### config.mk
export PLATFORM = sky130hd
export DESIGN_NAME = xml_entity_unescaper_flat
export DESIGN_NICKNAME = d
export VERILOG_FILES = /design/src/design/xeu_pkg.sv /design/src/design/xeu_if.sv /design/src/design/xml_entity_unescaper.sv /design/src/design/xeu_front.sv /design/src/design/xeu_fifo.sv /design/src/design/xeu_back.sv /design/src/flat_wrapper.sv
export SDC_FILE = /design/constraint.sdc
export NUM_CORES = 1
export LEC_CHECK = 0
export ABC_AREA = 1
export BUFFER_PORTS_ARGS = -buffer_cell sky130_fd_sc_hd__buf_2
export CORE_MARGIN = 10
export CORE_UTILIZATION = 58
export DETAILED_ROUTE_END_ITERATION = 12
export PLACE_DENSITY_LB_ADDON = 0.25
export SLEW_MARGIN = 20
export SYNTH_ARGS = -nofsm -noshare
export SYNTH_HDL_FRONTEND = slang
export SYNTH_SLANG_ARGS = --single-unit
### constraint.sdc
create_clock -name clk -period 5 [get_ports clk]
set_clock_uncertainty 0.2 [all_clocks]
set_input_delay 0.5 -clock clk [delete_from_list [all_inputs] [get_ports clk]]
set_output_delay 0.5 -clock clk [all_outputs]
set_load 0.005 [all_outputs]
### src/design/xeu_pkg.sv
// Shared constants, types and entity tables of the XML entity unescaper.
`default_nettype none

package xeu_pkg;

	// Depth of the buffer that holds the text of an open entity.
	localparam int HOLD_DEPTH = 16;
	localparam int IDX_W      = $clog2(HOLD_DEPTH);
	localparam int CNT_W      = $clog2(HOLD_DEPTH + 1);

	// Command queue between the front and back ends.
	localparam int FIFO_DEPTH = 4;
	localparam int FPTR_W     = $clog2(FIFO_DEPTH);
	localparam int FCNT_W     = $clog2(FIFO_DEPTH + 1);

	// Characters with a meaning of their own.
	localparam logic [7:0] CH_AMP  = 8'h26;
	localparam logic [7:0] CH_HASH = 8'h23;
	localparam logic [7:0] CH_SEMI = 8'h3b;
	localparam logic [7:0] CH_X    = 8'h78;

	// Named entities: lt, gt, amp, apos, quot.
	localparam int NUM_ENT = 5;

	typedef enum logic [1:0] {
		TAIL_NONE = 2'd0,
		TAIL_BYTE = 2'd1,
		TAIL_NUM  = 2'd2
	} tail_kind_t;

	// One command: an optional flush of '&' plus held text, then an optional tail.
	typedef struct packed {
		logic             do_flush;
		logic [CNT_W-1:0] flush_cnt;
		tail_kind_t       tail;
		logic [31:0]      tail_val;
		logic             fin;
	} cmd_t;

	typedef struct packed {
		logic             en;
		logic [IDX_W-1:0] addr;
		logic [7:0]       data;
	} hold_wr_t;

	typedef struct packed {
		logic flush_done;
	} back_stat_t;

	// Length of a named entity including the closing ';'.
	function automatic logic [2:0] ent_len(input logic [2:0] k);
		logic [2:0] len;
		case (k)
			3'd0:    len = 3'd3;
			3'd1:    len = 3'd3;
			3'd2:    len = 3'd4;
			3'd3:    len = 3'd5;
			3'd4:    len = 3'd5;
			default: len = 3'd0;
		endcase
		return len;
	endfunction

	// Character at a position of a named entity's text.
	function automatic logic [7:0] ent_char(input logic [2:0] k, input logic [2:0] pos);
		logic [7:0] ch;
		ch = 8'h00;
		case (k)
			3'd0: begin
				case (pos)
					3'd0:    ch = 8'h6c; // l
					3'd1:    ch = 8'h74; // t
					3'd2:    ch = CH_SEMI;
					default: ch = 8'h00;
				endcase
			end
			3'd1: begin
				case (pos)
					3'd0:    ch = 8'h67; // g
					3'd1:    ch = 8'h74; // t
					3'd2:    ch = CH_SEMI;
					default: ch = 8'h00;
				endcase
			end
			3'd2: begin
				case (pos)
					3'd0:    ch = 8'h61; // a
					3'd1:    ch = 8'h6d; // m
					3'd2:    ch = 8'h70; // p
					3'd3:    ch = CH_SEMI;
					default: ch = 8'h00;
				endcase
			end
			3'd3: begin
				case (pos)
					3'd0:    ch = 8'h61; // a
					3'd1:    ch = 8'h70; // p
					3'd2:    ch = 8'h6f; // o
					3'd3:    ch = 8'h73; // s
					3'd4:    ch = CH_SEMI;
					default: ch = 8'h00;
				endcase
			end
			3'd4: begin
				case (pos)
					3'd0:    ch = 8'h71; // q
					3'd1:    ch = 8'h75; // u
					3'd2:    ch = 8'h6f; // o
					3'd3:    ch = 8'h74; // t
					3'd4:    ch = CH_SEMI;
					default: ch = 8'h00;
				endcase
			end
			default: ch = 8'h00;
		endcase
		return ch;
	endfunction

	// Replacement character of a named entity.
	function automatic logic [7:0] ent_repl(input logic [2:0] k);
		logic [7:0] ch;
		case (k)
			3'd0:    ch = 8'h3c;
			3'd1:    ch = 8'h3e;
			3'd2:    ch = 8'h26;
			3'd3:    ch = 8'h27;
			3'd4:    ch = 8'h22;
			default: ch = 8'h00;
		endcase
		return ch;
	endfunction

	// Digit value: bit 4 is set for a hex digit of either case, bits 3:0 hold its value.
	function automatic logic [4:0] digit_val(input logic [7:0] c);
		logic [7:0] t;
		logic [4:0] r;
		r = 5'd0;
		t = 8'h00;
		if (c >= 8'h30 && c <= 8'h39) begin
			t = c - 8'h30;
			r = {1'b1, t[3:0]};
		end else if (c >= 8'h61 && c <= 8'h66) begin
			t = c - 8'h57;
			r = {1'b1, t[3:0]};
		end else if (c >= 8'h41 && c <= 8'h46) begin
			t = c - 8'h37;
			r = {1'b1, t[3:0]};
		end
		return r;
	endfunction

endpackage

`default_nettype wire

### src/design/xeu_if.sv
// Valid/ready channel interfaces for text bytes in and decoded bytes out.
`default_nettype none

interface xeu_in_if;
	logic       valid;
	logic       ready;
	logic [7:0] in_byte;
	logic       in_final;

	modport source (output valid, output in_byte, output in_final, input ready);
	modport sink   (input valid, input in_byte, input in_final, output ready);
endinterface

interface xeu_out_if;
	logic       valid;
	logic       ready;
	logic [7:0] out_byte;
	logic       run_end;
	logic       text_end;

	modport source (output valid, output out_byte, output run_end, output text_end, input ready);
	modport sink   (input valid, input out_byte, input run_end, input text_end, output ready);
endinterface

`default_nettype wire

### src/design/xml_entity_unescaper.sv
// Top level of the XML entity unescaper: front end, command queue and back end.
//
//   Channel    Direction  Payload                          Handshake
//   text_in    in         in_byte[7:0], in_final           valid/ready, taken when both high
//   text_out   out        out_byte[7:0], run_end, text_end valid/ready, taken when both high
//
// Plain bytes and completed entities run at one item per cycle while the queue is not full,
// no flush is pending and the output is not stalled; an item that yields more than one byte
// issues them in turn from the single output register of the back end. A failed entity, or
// the end of the text with an entity still open, queues a flush of '&' plus the held text; no
// further item is taken until the back end has issued the last byte of that flush, since the
// hold buffer is then reused. With the queue empty and the output register free, an item's
// first byte is registered in the queue and then in the output register before it is offered.
// Reset clears the control state only; the hold buffer is never cleared and is read only where
// written. Either side may stall freely: the four-entry command queue decouples the two ends.
`default_nettype none

module xml_entity_unescaper (
	input  logic      clk,
	input  logic      arst_n,
	xeu_in_if.sink    text_in,
	xeu_out_if.source text_out
);
	import xeu_pkg::*;

	// Commands from the front end, one per item that yields any output.
	cmd_t       push_cmd, head_cmd;
	logic       push, q_full, head_valid, pop;

	// The front end writes the text of an open entity into the back end's hold buffer.
	hold_wr_t   hold_wr;

	// The back end tells the front end when a flush has been read out.
	back_stat_t stat;

	xeu_front u_front (
		.clk     (clk),
		.arst_n  (arst_n),
		.text_in (text_in),
		.q_full  (q_full),
		.stat    (stat),
		.q_push  (push),
		.q_cmd   (push_cmd),
		.hold_wr (hold_wr)
	);

	xeu_fifo u_fifo (
		.clk        (clk),
		.arst_n     (arst_n),
		.push       (push),
		.din        (push_cmd),
		.full       (q_full),
		.pop        (pop),
		.head_valid (head_valid),
		.head       (head_cmd)
	);

	xeu_back u_back (
		.clk        (clk),
		.arst_n     (arst_n),
		.head_valid (head_valid),
		.head       (head_cmd),
		.pop        (pop),
		.hold_wr    (hold_wr),
		.stat       (stat),
		.text_out   (text_out)
	);

endmodule

`default_nettype wire

### src/design/xeu_front.sv
// Front end: accepts text bytes, tracks the open entity and issues output commands.
`default_nettype none

module xeu_front (
	input  logic                clk,
	input  logic                arst_n,
	xeu_in_if.sink              text_in,
	input  logic                q_full,
	input  xeu_pkg::back_stat_t stat,
	output logic                q_push,
	output xeu_pkg::cmd_t       q_cmd,
	output xeu_pkg::hold_wr_t   hold_wr
);
	import xeu_pkg::*;

	typedef enum logic [4:0] {
		M_IDLE   = 5'b00001,
		M_AMP    = 5'b00010,
		M_NAME   = 5'b00100,
		M_NSTART = 5'b01000,
		M_NDIG   = 5'b10000
	} mode_t;

	mode_t              mode_q, mode_d;
	logic [CNT_W-1:0]   cnt_q, cnt_d;
	logic [31:0]        acc_q, acc_d;
	logic               hex_q, hex_d;
	logic [NUM_ENT-1:0] mask_q, mask_d;
	logic               pending_q;

	logic               accept;
	logic [7:0]         c;
	logic               fin;
	logic [NUM_ENT-1:0] match, done;
	logic [7:0]         repl;
	logic [4:0]         dv;
	logic [31:0]        acc_next;
	logic               can_hold, do_hold, fail, clear, idle;
	logic               do_flush;
	logic [CNT_W-1:0]   fcnt;
	tail_kind_t         tail;
	logic [31:0]        tval;

	assign text_in.ready = !q_full && !pending_q;
	assign accept        = text_in.valid && text_in.ready;

	always_comb begin
		c   = text_in.in_byte;
		fin = text_in.in_final;

		// Candidate entities still agreeing with the held text.
		for (int k = 0; k < NUM_ENT; k++) begin
			match[k] = mask_q[k] && (cnt_q < CNT_W'(ent_len(3'(k))))
				&& (ent_char(3'(k), cnt_q[2:0]) == c);
			done[k]  = match[k] && ((cnt_q + CNT_W'(1)) == CNT_W'(ent_len(3'(k))));
		end
		repl = 8'h00;
		for (int k = NUM_ENT - 1; k >= 0; k--) begin
			if (done[k]) repl = ent_repl(3'(k));
		end

		dv       = digit_val(c);
		can_hold = cnt_q < CNT_W'(HOLD_DEPTH);
		if (hex_q)
			acc_next = {acc_q[27:0], 4'h0} + 32'(dv[3:0]);
		else
			acc_next = {acc_q[28:0], 3'b000} + {acc_q[30:0], 1'b0} + 32'(dv[3:0]);

		mode_d   = mode_q;
		cnt_d    = cnt_q;
		acc_d    = acc_q;
		hex_d    = hex_q;
		mask_d   = mask_q;
		do_hold  = 1'b0;
		fail     = 1'b0;
		clear    = 1'b0;
		idle     = 1'b0;
		do_flush = 1'b0;
		fcnt     = cnt_q;
		tail     = TAIL_NONE;
		tval     = 32'd0;

		unique case (mode_q) inside
			M_AMP, M_NAME: begin
				if (mode_q == M_AMP && c == CH_HASH) begin
					if (can_hold) begin
						do_hold = 1'b1;
						mode_d  = M_NSTART;
					end else begin
						fail = 1'b1;
					end
				end else if (|done) begin
					tail  = TAIL_BYTE;
					tval  = 32'(repl);
					clear = 1'b1;
				end else if ((|(match & ~done)) && can_hold) begin
					do_hold = 1'b1;
					mode_d  = M_NAME;
					mask_d  = match & ~done;
				end else begin
					fail = 1'b1;
				end
			end
			M_NSTART, M_NDIG: begin
				if (mode_q == M_NSTART && c == CH_X) begin
					if (can_hold) begin
						do_hold = 1'b1;
						hex_d   = 1'b1;
						mode_d  = M_NDIG;
					end else begin
						fail = 1'b1;
					end
				end else if (c == CH_SEMI) begin
					if (acc_q == 32'd0) begin
						fail = 1'b1;
					end else begin
						tail  = TAIL_NUM;
						tval  = acc_q;
						clear = 1'b1;
					end
				end else if (!dv[4] || !can_hold) begin
					fail = 1'b1;
				end else begin
					do_hold = 1'b1;
					acc_d   = acc_next;
					mode_d  = M_NDIG;
				end
			end
			M_IDLE: begin
				idle = 1'b1;
			end
			default: begin
				idle = 1'b1;
			end
		endcase

		// A failed entity is flushed and its breaking byte starts afresh.
		if (fail) begin
			do_flush = 1'b1;
			fcnt     = cnt_q;
			idle     = 1'b1;
		end
		if (do_hold) cnt_d = cnt_q + CNT_W'(1);
		if (clear) begin
			mode_d = M_IDLE;
			cnt_d  = '0;
			acc_d  = 32'd0;
			hex_d  = 1'b0;
		end
		if (idle) begin
			cnt_d = '0;
			acc_d = 32'd0;
			hex_d = 1'b0;
			if (c == CH_AMP) begin
				mode_d = M_AMP;
				mask_d = '1;
			end else begin
				mode_d = M_IDLE;
				tail   = TAIL_BYTE;
				tval   = 32'(c);
			end
		end

		// End of text: whatever entity is still open goes out literally.
		if (fin && mode_d != M_IDLE) begin
			if (do_flush) begin
				tail = TAIL_BYTE;
				tval = 32'(CH_AMP);
			end else begin
				do_flush = 1'b1;
				fcnt     = cnt_d;
			end
			mode_d = M_IDLE;
			cnt_d  = '0;
			acc_d  = 32'd0;
			hex_d  = 1'b0;
		end
	end

	assign q_push          = accept && (do_flush || tail != TAIL_NONE);
	assign q_cmd.do_flush  = do_flush;
	assign q_cmd.flush_cnt = fcnt;
	assign q_cmd.tail      = tail;
	assign q_cmd.tail_val  = tval;
	assign q_cmd.fin       = fin;

	assign hold_wr.en   = accept && do_hold;
	assign hold_wr.addr = cnt_q[IDX_W-1:0];
	assign hold_wr.data = c;

	always_ff @(posedge clk or negedge arst_n) begin
		if (!arst_n) begin
			mode_q    <= M_IDLE;
			cnt_q     <= '0;
			acc_q     <= 32'd0;
			hex_q     <= 1'b0;
			mask_q    <= '1;
			pending_q <= 1'b0;
		end else begin
			if (accept) begin
				mode_q <= mode_d;
				cnt_q  <= cnt_d;
				acc_q  <= acc_d;
				hex_q  <= hex_d;
				mask_q <= mask_d;
			end
			// The held text must not be overwritten before the back end has read it.
			if (q_push && do_flush)
				pending_q <= 1'b1;
			else if (stat.flush_done)
				pending_q <= 1'b0;
		end
	end

endmodule

`default_nettype wire

### src/design/xeu_fifo.sv
// Short command queue between the front and back ends.
`default_nettype none

module xeu_fifo (
	input  logic          clk,
	input  logic          arst_n,
	input  logic          push,
	input  xeu_pkg::cmd_t din,
	output logic          full,
	input  logic          pop,
	output logic          head_valid,
	output xeu_pkg::cmd_t head
);
	import xeu_pkg::*;

	cmd_t              mem_q [FIFO_DEPTH];
	logic [FPTR_W-1:0] wr_q, rd_q;
	logic [FCNT_W-1:0] cnt_q;

	assign full       = cnt_q == FCNT_W'(FIFO_DEPTH);
	assign head_valid = cnt_q != '0;
	assign head       = mem_q[rd_q];

	always_ff @(posedge clk) begin
		if (push) mem_q[wr_q] <= din;
	end

	always_ff @(posedge clk or negedge arst_n) begin
		if (!arst_n) begin
			wr_q  <= '0;
			rd_q  <= '0;
			cnt_q <= '0;
		end else begin
			if (push)
				wr_q <= (wr_q == FPTR_W'(FIFO_DEPTH - 1)) ? '0 : wr_q + FPTR_W'(1);
			if (pop)
				rd_q <= (rd_q == FPTR_W'(FIFO_DEPTH - 1)) ? '0 : rd_q + FPTR_W'(1);
			if (push && !pop)
				cnt_q <= cnt_q + FCNT_W'(1);
			else if (pop && !push)
				cnt_q <= cnt_q - FCNT_W'(1);
		end
	end

endmodule

`default_nettype wire

### src/design/xeu_back.sv
// Back end: holds the entity text and turns commands into output bytes.
`default_nettype none

module xeu_back (
	input  logic                clk,
	input  logic                arst_n,
	input  logic                head_valid,
	input  xeu_pkg::cmd_t       head,
	output logic                pop,
	input  xeu_pkg::hold_wr_t   hold_wr,
	output xeu_pkg::back_stat_t stat,
	xeu_out_if.source           text_out
);
	import xeu_pkg::*;

	typedef enum logic [3:0] {
		PH_START = 4'b0001,
		PH_HELD  = 4'b0010,
		PH_TAIL  = 4'b0100,
		PH_NUM   = 4'b1000
	} phase_t;

	logic [7:0]       held_q [HOLD_DEPTH];
	phase_t           phase_q, phase_d, eff;
	logic [IDX_W-1:0] idx_q, idx_d;
	logic [23:0]      num_q, num_d;

	logic             out_valid_q;
	logic [7:0]       out_byte_q;
	logic             run_end_q, text_end_q;

	logic             slot_free, go, emit, last, use_held, at_end;
	logic [7:0]       byte_d;

	assign slot_free = !out_valid_q || text_out.ready;
	assign go        = head_valid && slot_free;

	always_comb begin
		eff      = (phase_q == PH_START && !head.do_flush) ? PH_TAIL : phase_q;
		phase_d  = phase_q;
		idx_d    = idx_q;
		num_d    = num_q;
		emit     = 1'b0;
		last     = 1'b0;
		use_held = 1'b0;
		byte_d   = 8'h00;
		at_end   = (CNT_W'(idx_q) + CNT_W'(1)) == head.flush_cnt;

		unique case (eff)
			PH_START: begin
				emit    = 1'b1;
				byte_d  = CH_AMP;
				last    = (head.flush_cnt == '0) && (head.tail == TAIL_NONE);
				phase_d = (head.flush_cnt != '0) ? PH_HELD : PH_TAIL;
				idx_d   = '0;
			end
			PH_HELD: begin
				emit     = 1'b1;
				use_held = 1'b1;
				last     = at_end && (head.tail == TAIL_NONE);
				if (at_end) begin
					phase_d = PH_TAIL;
					idx_d   = '0;
				end else begin
					idx_d = idx_q + IDX_W'(1);
				end
			end
			PH_TAIL: begin
				unique case (head.tail)
					TAIL_BYTE: begin
						emit   = 1'b1;
						byte_d = head.tail_val[7:0];
						last   = 1'b1;
					end
					TAIL_NUM: begin
						emit    = 1'b1;
						byte_d  = head.tail_val[7:0];
						num_d   = head.tail_val[31:8];
						last    = head.tail_val[31:8] == 24'd0;
						phase_d = PH_NUM;
					end
					default: begin
						last = 1'b1;
					end
				endcase
			end
			PH_NUM: begin
				emit   = 1'b1;
				byte_d = num_q[7:0];
				num_d  = {8'h00, num_q[23:8]};
				last   = num_q[23:8] == 16'd0;
			end
			default: begin
				last = 1'b1;
			end
		endcase

		if (last) begin
			phase_d = PH_START;
			idx_d   = '0;
		end
	end

	assign pop             = go && last;
	assign stat.flush_done = pop && head.do_flush;

	assign text_out.valid    = out_valid_q;
	assign text_out.out_byte = out_byte_q;
	assign text_out.run_end  = run_end_q;
	assign text_out.text_end = text_end_q;

	always_ff @(posedge clk) begin
		if (hold_wr.en) held_q[hold_wr.addr] <= hold_wr.data;
		if (go && emit) begin
			out_byte_q <= use_held ? held_q[idx_q] : byte_d;
			run_end_q  <= last;
			text_end_q <= last && head.fin;
		end
		if (go) num_q <= num_d;
	end

	always_ff @(posedge clk or negedge arst_n) begin
		if (!arst_n) begin
			phase_q     <= PH_START;
			idx_q       <= '0;
			out_valid_q <= 1'b0;
		end else begin
			if (go) begin
				phase_q <= phase_d;
				idx_q   <= idx_d;
			end
			if (go && emit)
				out_valid_q <= 1'b1;
			else if (text_out.ready)
				out_valid_q <= 1'b0;
		end
	end

endmodule

`default_nettype wire

### src/flat_wrapper.sv
// flat-port wrapper written by rule: the top's interface ports become plain ports
module xml_entity_unescaper_flat import xeu_pkg::*;
  (clk, arst_n, text_in_valid, text_in_in_byte, text_in_in_final, text_in_ready, text_out_valid, text_out_out_byte, text_out_run_end, text_out_text_end, text_out_ready);
  xeu_in_if text_in_i ();
  xeu_out_if text_out_i ();
  input  logic clk;
  input  logic arst_n;
  input wire logic [$bits(text_in_i.valid)-1:0] text_in_valid;
  input wire logic [$bits(text_in_i.in_byte)-1:0] text_in_in_byte;
  input wire logic [$bits(text_in_i.in_final)-1:0] text_in_in_final;
  output wire logic [$bits(text_in_i.ready)-1:0] text_in_ready;
  output wire logic [$bits(text_out_i.valid)-1:0] text_out_valid;
  output wire logic [$bits(text_out_i.out_byte)-1:0] text_out_out_byte;
  output wire logic [$bits(text_out_i.run_end)-1:0] text_out_run_end;
  output wire logic [$bits(text_out_i.text_end)-1:0] text_out_text_end;
  input wire logic [$bits(text_out_i.ready)-1:0] text_out_ready;
  assign text_in_i.valid = text_in_valid;
  assign text_in_i.in_byte = text_in_in_byte;
  assign text_in_i.in_final = text_in_in_final;
  assign text_in_ready = text_in_i.ready;
  assign text_out_valid = text_out_i.valid;
  assign text_out_out_byte = text_out_i.out_byte;
  assign text_out_run_end = text_out_i.run_end;
  assign text_out_text_end = text_out_i.text_end;
  assign text_out_i.ready = text_out_ready;
  xml_entity_unescaper u_core (.clk(clk), .arst_n(arst_n), .text_in(text_in_i), .text_out(text_out_i));
endmodule
Word-level counts from Yosys, hierarchy flattened
Memory sizes are Yosys's and may differ from the RTL's.
Cells that the tools add are included.
{"block": "word_totals", "regBits": 99, "mem_bits_rw": 292, "in_bits": 13, "output_inout_bits": 12, "wordCells": 289, "memories": 2}
{"block": "classes", "addsub": 13, "magnitude_cmp": 10, "n_eq_ne": 38, "n_mux": 130, "bitwise_logic": 2, "reduce_logical": 78}
{"name": "u_core.u_fifo.mem_q", "words": 4, "word_bits": 41, "read_ports": 1, "rd_ports_with_merged_regs": 0, "write_ports": 1, "line": "xeu_fifo.sv:16", "text": "cmd_t mem_q [FIFO_DEPTH];"}
{"name": "u_core.u_back.held_q", "words": 16, "word_bits": 8, "read_ports": 1, "rd_ports_with_merged_regs": 0, "write_ports": 1, "line": "xeu_back.sv:23", "text": "logic [7:0] held_q [HOLD_DEPTH];"}
{"cell": "32-bit two-way mux", "count": 16}
{"cell": "5-bit two-way mux", "count": 26}
{"cell": "7-bit one-hot mux with 5 select lines", "count": 2}
{"cell": "32-bit by 4-bit adder with 32-bit output", "count": 2}
{"cell": "32-bit one-hot mux with 2 select lines", "count": 1}
{"cell": "24-bit one-hot mux with 2 select lines", "count": 1}
{"cell": "1-bit two-way mux", "count": 42}
{"cell": "7-bit one-hot mux with 3 select lines", "count": 2}
{"cell": "7-bit by 8-bit == test with 1-bit output", "count": 5}
{"cell": "1-bit logical AND", "count": 37}
{"cell": "32-bit adder", "count": 1}
{"cell": "32-bit zero test", "count": 1}
{"cell": "6-bit two-way mux", "count": 5}
{"cell": "7-bit one-hot mux with 4 select lines", "count": 1}
{"cell": "8-bit by 6-bit == test with 1-bit output, second input constant", "count": 3}
{"cell": "24-bit zero test", "count": 1}
{"cell": "24-bit two-way mux", "count": 1}
{"cell": "4-bit two-way mux", "count": 6}
{"cell": "8-bit two-way mux", "count": 3}
{"cell": "8-bit one-hot mux with 3 select lines", "count": 1}
{"cell": "2-bit two-way mux", "count": 11}
{"cell": "8-bit by 7-bit greater-or-equal comparator with 1-bit output, second input constant", "count": 2}
{"cell": "8-bit by 7-bit less-or-equal comparator with 1-bit output, second input constant", "count": 2}
{"cell": "16-bit zero test", "count": 1}
{"cell": "58 further kinds", "count": 98}

Depth between registers and ports, before layout
{"block": "logic_depth", "word_depth": 25, "mapped_depth": 29, "ltp_nobuf": 28}

Hierarchy
From an unflattened synthesis, not the netlist that was laid out.
{"block": "hier_totals", "hier_cells": 2243, "area_unflattened_um2": 21124.0}
{"mod": "xeu_back", "instances": 1, "cells_each": 652, "area_per_inst_um2": 7478.4, "seq_area_each_um2": 5091.1}
{"mod": "xeu_fifo", "instances": 1, "cells_each": 531, "area_per_inst_um2": 6984.2, "seq_area_each_um2": 5099.9}
{"mod": "xeu_front", "instances": 1, "cells_each": 1060, "area_per_inst_um2": 6661.4, "seq_area_each_um2": 1233.7}

Worst setup path before layout
OpenSTA, ideal clock, no wires.
{"block": "synth_path", "kind": "reg-to-reg", "startpoint": "reg u_core.u_front.cnt_q[0]", "endpoint": "mem u_core.u_fifo.mem_q[0][0] in the netlist's numbering (enable)", "arrival_time_ns": 4.053, "setup_slack_ns": 0.308, "path_stages_with_launch": 19, "n_path_buf": 1, "period_less_slack_ns": 4.692, "path_cell_list": "dfrtp_1 -> buf_2 -> inv_1 -> ha_1 -> o21ai_2 -> nand2_1 -> nand2_1 -> nand2_1 -> nor2_2 -> nand3_1 -> nand2_1 -> nor2_1 -> nand3_2 -> nand2_2 -> nand3_2 -> nand3_2 -> nand3_1 -> nand2_1 -> nor2_1"}
{"block": "synth_between", "elab_chain_len": 23, "word_cells_on_any_way": 84}
{"item": "start: declaration", "line": "xeu_front.sv:25", "text": "logic [CNT_W-1:0] cnt_q, cnt_d;"}
{"item": "start signal: assignment", "line": "xeu_front.sv:202", "text": "cnt_q <= cnt_d;"}
{"item": "3-bit == test, or another cell as far along", "line": "xeu_pkg.sv:95, xeu_pkg.sv:105"}
{"item": "7-bit one-hot mux with 5 select lines, or another cell as far along", "line": "xeu_pkg.sv:95", "text": "case (pos)"}
{"item": "7-bit by 8-bit == test with 1-bit output", "line": "xeu_front.sv:54", "text": "&& (ent_char(3'(k), cnt_q[2:0]) == c);"}
{"item": "1-bit logical AND", "line": "xeu_front.sv:54"}
{"item": "1-bit logical AND", "line": "xeu_front.sv:55", "text": "done[k] = match[k] && ((cnt_q + CNT_W'(1)) == CNT_W'(ent_len(3'(k))));"}
{"item": "5-bit NOT", "line": "xeu_front.sv:96", "text": "end else if ((|(match & ~done)) && can_hold) begin"}
{"item": "5-bit AND", "line": "xeu_front.sv:96"}
{"item": "5-bit OR reduction", "line": "xeu_front.sv:96"}
{"item": "[... 7 more ...]"}
{"item": "5-bit by 1-bit inequality test with 1-bit output", "line": "xeu_front.sv:165", "text": "if (fin && mode_d != M_IDLE) begin"}
{"item": "1-bit logical AND", "line": "xeu_front.sv:165"}
{"item": "2-bit two-way mux", "line": "xeu_front.sv:165"}
{"item": "2-bit nonzero test", "line": "xeu_front.sv:180", "text": "assign q_push = accept && (do_flush || tail != TAIL_NONE);"}
{"item": "1-bit logical OR (*)", "line": "xeu_front.sv:180"}
{"item": "1-bit logical AND (*)", "line": "xeu_front.sv:180"}
{"item": "1-bit two-way mux (*)", "line": "xeu_fifo.sv:25", "text": "if (push) mem_q[wr_q] <= din;"}
{"item": "1-bit two-way mux (implied by the code) (*)", "line": "xeu_fifo.sv:25"}
{"item": "end: declaration", "line": "xeu_fifo.sv:16"}
Mark *: on every way between the ends. The rest lies on a longest branch, timed or not.

Worst setup path after layout
{"block": "layout_path", "startpoint": "reg u_core.u_front.cnt_q[1]", "endpoint": "reg u_core.u_fifo.cnt_q[2]"}
{"block": "layout_between", "elab_chain_len": 24, "word_cells_on_any_way": 87}
{"item": "3-bit == test, or another cell as far along", "line": "xeu_pkg.sv:95, xeu_pkg.sv:105"}
{"item": "7-bit one-hot mux with 5 select lines, or another cell as far along", "line": "xeu_pkg.sv:95"}
{"item": "7-bit by 8-bit == test with 1-bit output", "line": "xeu_front.sv:54"}
{"item": "1-bit logical AND", "line": "xeu_front.sv:54"}
{"item": "1-bit logical AND", "line": "xeu_front.sv:55"}
{"item": "5-bit NOT", "line": "xeu_front.sv:96"}
{"item": "5-bit AND", "line": "xeu_front.sv:96"}
{"item": "5-bit OR reduction", "line": "xeu_front.sv:96"}
{"item": "[... 9 more ...]"}
{"item": "2-bit two-way mux", "line": "xeu_front.sv:165"}
{"item": "2-bit nonzero test", "line": "xeu_front.sv:180"}
{"item": "1-bit logical OR (*)", "line": "xeu_front.sv:180"}
{"item": "1-bit logical AND (*)", "line": "xeu_front.sv:180"}
{"item": "named net u_core.push", "line": "xml_entity_unescaper.sv:28", "text": "logic push, q_full, head_valid, pop;"}
{"item": "1-bit zero test", "line": "xeu_fifo.sv:40", "text": "else if (pop && !push)"}
{"item": "1-bit logical AND", "line": "xeu_fifo.sv:40"}
{"item": "2-bit nonzero test (no source line)"}
{"item": "end signal: assignment", "line": "xeu_fifo.sv:39", "text": "cnt_q <= cnt_q + FCNT_W'(1);"}
{"item": "end signal: assignment", "line": "xeu_fifo.sv:41", "text": "cnt_q <= cnt_q - FCNT_W'(1);"}
{"item": "end: declaration", "line": "xeu_fifo.sv:18", "text": "logic [FCNT_W-1:0] cnt_q;"}
Mark *: on every way through the listed nets, which the timed path passes. The rest lies on a longest branch.
A chain may end at the register's enable or synchronous reset.

==> impl_metrics.toml <==
[synthesis]
synthFlopType = "edfxtp_1"
synth-seq-cells = 391
synth_top_family_by_area = "simple AND/OR/NAND/NOR gates"
synth-seq-area-share = 0.549
synth.area.top_cells = "edfxtp_1, nand2_1, dfrtp_1"
synth_cells = 2199
yosysMostFrequentCell = "nand2_1"
syn-cell-area_um2 = 20800
ys_warn_count = 0
synth_compound_area_frac = 0.111
netlist_top_cells_count = "nand2_1, edfxtp_1, nor2_1"
synth_xor_area_frac = 0.0151
synth.avg_cell_area_um2 = 9.47
synthAdderAreaFrac = 0.0498
synthMuxAreaShare = 0.0188
yosysTopAreaCell = "edfxtp_1"
synth_top_area_frac = 0.470
synth_cell_types = 53
yosys.area_share.simple = 0.192
async_reset_ff_frac = 0.166
syn-num-nets = 2293
synth_edf_count = 326

[floorplanning]
start_util = 0.587
num_rows = 69
core_region_area_um2 = 35500
die_x_um = 209
die_area_um2 = 43900
die_h_um = 209
ios = 25

[worst_setup_path]
cp.depth = 23
r2r_end = "u_core.u_fifo.cnt_q[2]"
crit_type = "reg -> reg"
cpMostUsedCell = "nand2_1"
crit_start = "u_core.u_front.cnt_q[1]"
critPathBufInv = 3
crit_end = "u_core.u_fifo.cnt_q[2]"
critPathArrivalTime_ns = 4.69
required_ns = 5.21
end_kind = "flip-flop"
timing.rr.start = "u_core.u_front.cnt_q[1]"
cp_max_fo = 12
startpoint_type = "flip-flop"
cp_slowest_cell = "dfrtp_2"
reg2regPathDepth = 23
ff2ff_setup_slack_ns = 0.52
max_stage_delay_ns = 0.54
worstPathCellList = "inv_2, ha_1, o21ai_2, nand2_1, nand2_1, nand2_1, nor2_2, nand3_1, nand2_1, nor2_1, nand3_2, nand2_2, nand3_2, nand3_2, nand3_1, nand2_1, inv_1, ha_1, inv_1, fa_1, a21oi_1, o21ai_0, xor2_1"
critPathTopFamily = "simple AND/OR/NAND/NOR gates"

[placed_design]
dp_hpwl_mm = 36.7
numPortBuffers = 24
globalplace.congestion = 0.967

[sta]
rsz0062_at_grt = "false"
period_share = 0.896
finalHoldViolCount = 0
max_clock_freq_ghz = 0.223
setup_violations = 0
slew_viol_final = 0
setup_tns_ns = 0
tightest_slew_ns = 1.09
fin_crit_ns = 4.48
maxSlewHeadroom = 0.275

[global_routing]
grt_max_degree = 98
antenna_found_initial = 0
grt_pass1_vias = 15400
grt_use_total = 0.240
grt_pass1_wl_mm = 84.7
overflow = 0

[layout]
final_layout_size_suffix_gt1_frac = 0.0901
fin_util = 0.645
fillers = 2816
diodes = 0
final_net_count = 2326
syn_to_final_growth_pct = 9.92

[route]
routed_wl_mm = 53.4
drt_pre_antenna_iters = 6
num_vias = 16200
drtIter0Drc = 1593
vias_per_cell = 5.93
drc_errors = 0
routedWlPerCell_um = 19.6
antenna_left = 0

[run_status]
status = "complete, no violations"

[clock_tree]
cts_num_sinks = 391
htree_levels = 2
root_buffer = "clkbuf_16"
clockBufferDepth = 3
cts_made_buffers = 41
path_clk_slew_ns = 0.06
tritoncts = "yes"
insertion_delay_ns = 0.53
postCtsSetupBuffers = 0

[power]
peakVddDrop_mv = 0.728
power_density_nw_per_um2 = 431
p_leak_nw = 9.50

[run]
maxCapViolCount = 0

[worst_hold_path]
hp-class = "in -> reg"
[per-layer routing]
metal  share of wire  up-vias  GRT usage  wire [µm]
met5               0        -          0          0
met4           0.020        0     0.0610       1080
met3           0.079       74     0.0365       4230
met2            0.46      667      0.381      24600
met1            0.44     7739      0.338      23600
li1                -     7689          -          -
[sequential cells by signal, summed over array words and instances (netlist names), 4 cells and up]
name / cells
u_core.u_fifo.mem_q: 164
u_core.u_back.held_q: 128
u_core.u_front.acc_q: 32
u_core.u_back.num_q: 24
u_core.u_back.text_out.out_byte: 8
u_core.u_front.cnt_q: 5
u_core.u_front.mask_q: 5
u_core.u_front.mode_q: 5
u_core.u_back.idx_q: 4
u_core.u_back.phase_q: 4
[per-stage QoR]
step | hold WS, ns | cells | setup WS, ns | power, W | cell area (µm²)
4_1_cts | 0.0934 | 2725 | 0.409 | 0.00990 | 22900
3_3_place_gp | 0.274 | 2649 | 0.410 | 0.00691 | 21600
3_5_place_dp | 0.293 | 2649 | 0.358 | 0.00702 | 21600
2_1_floorplan | 0.00441 | 2199 | 0.308 | 0.00615 | 20800
5_1_grt | 0.120 | 2725 | 0.115 | 0.0104 | 22900
6_report | 0.136 | 2725 | 0.520 | 0.00988 | 22900
[final cells by class]
cell class / count / area [µm²] / share of cell area
well taps: 461 / 577 / 0.0252
multi-input cells: 1480 / 8100 / 0.354
repair buffers: 85 / 631 / 0.0276
clock inverters: 18 / 156 / 0.00683
flip-flops and latches: 391 / 11400 / 0.499
clock buffers: 57 / 1120 / 0.0488
inverters: 233 / 880 / 0.0384
[power by group]
group | leakage, nW | internal (W) | total [W] | switching (W)
Sequential | 3.91 | 0.00411 | 0.00428 | 0.000176
Clock | 0.621 | 0.00167 | 0.00289 | 0.00122
Combinational | 4.97 | 0.000842 | 0.00270 | 0.00186
Total | 9.50 | 0.00662 | 0.00988 | 0.00325
[timing repair]
item	in CTS	in global routing
endpoints found under the setup margin	0	1
hold buffers	1	0
resized for setup	0	1
hold endpoints to repair	7	0
[cells by family (layout without fill, tap and decap cells)]
logic type,Yosys count,in the layout
DFF,391,391
muxes,39,39
and+or+nand+nor,929,929
adders and majority gates,81,81
AOI/OAI and AO/OA,395,395
xor gates and xnor gates,36,36
buffers and inverters,328,393
[how the worst min path moves through the flow]
stage | end | slack, ns | start | depth (start not counted)
finish | u_core.u_fifo.mem_q[1][0] | 0.14 | text_in_in_final | 1
global route | u_core.u_fifo.mem_q[1][0] | 0.12 | text_in_in_final | 1
CTS | u_core.u_fifo.mem_q[1][0] | 0.09 | text_in_in_final | 1
detailed placement | u_core.u_front.pending_q | 0.29 | u_core.u_front.pending_q | 2
global placement | u_core.u_back.phase_q[2] | 0.27 | u_core.u_back.phase_q[2] | 2
floorplan | u_core.u_back.idx_q[0] | 0.004 | arst_n | 0
[cells in the final DEF (no fill, tap or decap), types with 5 or more instances in the layout]
cell type	count
clkinv_1	11
inv_1	214
mux2i_1	39
o211ai_1	26
nand2_1	425
a21o_1	6
nor3_1	17
dfrtp_1	55
buf_2	24
inv_2	10
a22oi_1	7
ha_1	78
or2_2	9
dfstp_2	7
a32o_1	18
nor2_2	8
edfxtp_1	326
a21oi_1	104
clkbuf_16	41
nand3_2	5
a31oi_1	6
o21ai_0	182
nor2_1	219
xor2_1	27
xnor2_1	9
nor4_1	13
o22ai_1	11
nand3_1	173
buf_4	56
clkinv_2	7
inv_6	5
clkbuf_1	13
nand4_1	43
o22a_1	11
(Power assumes the default switching activity.)
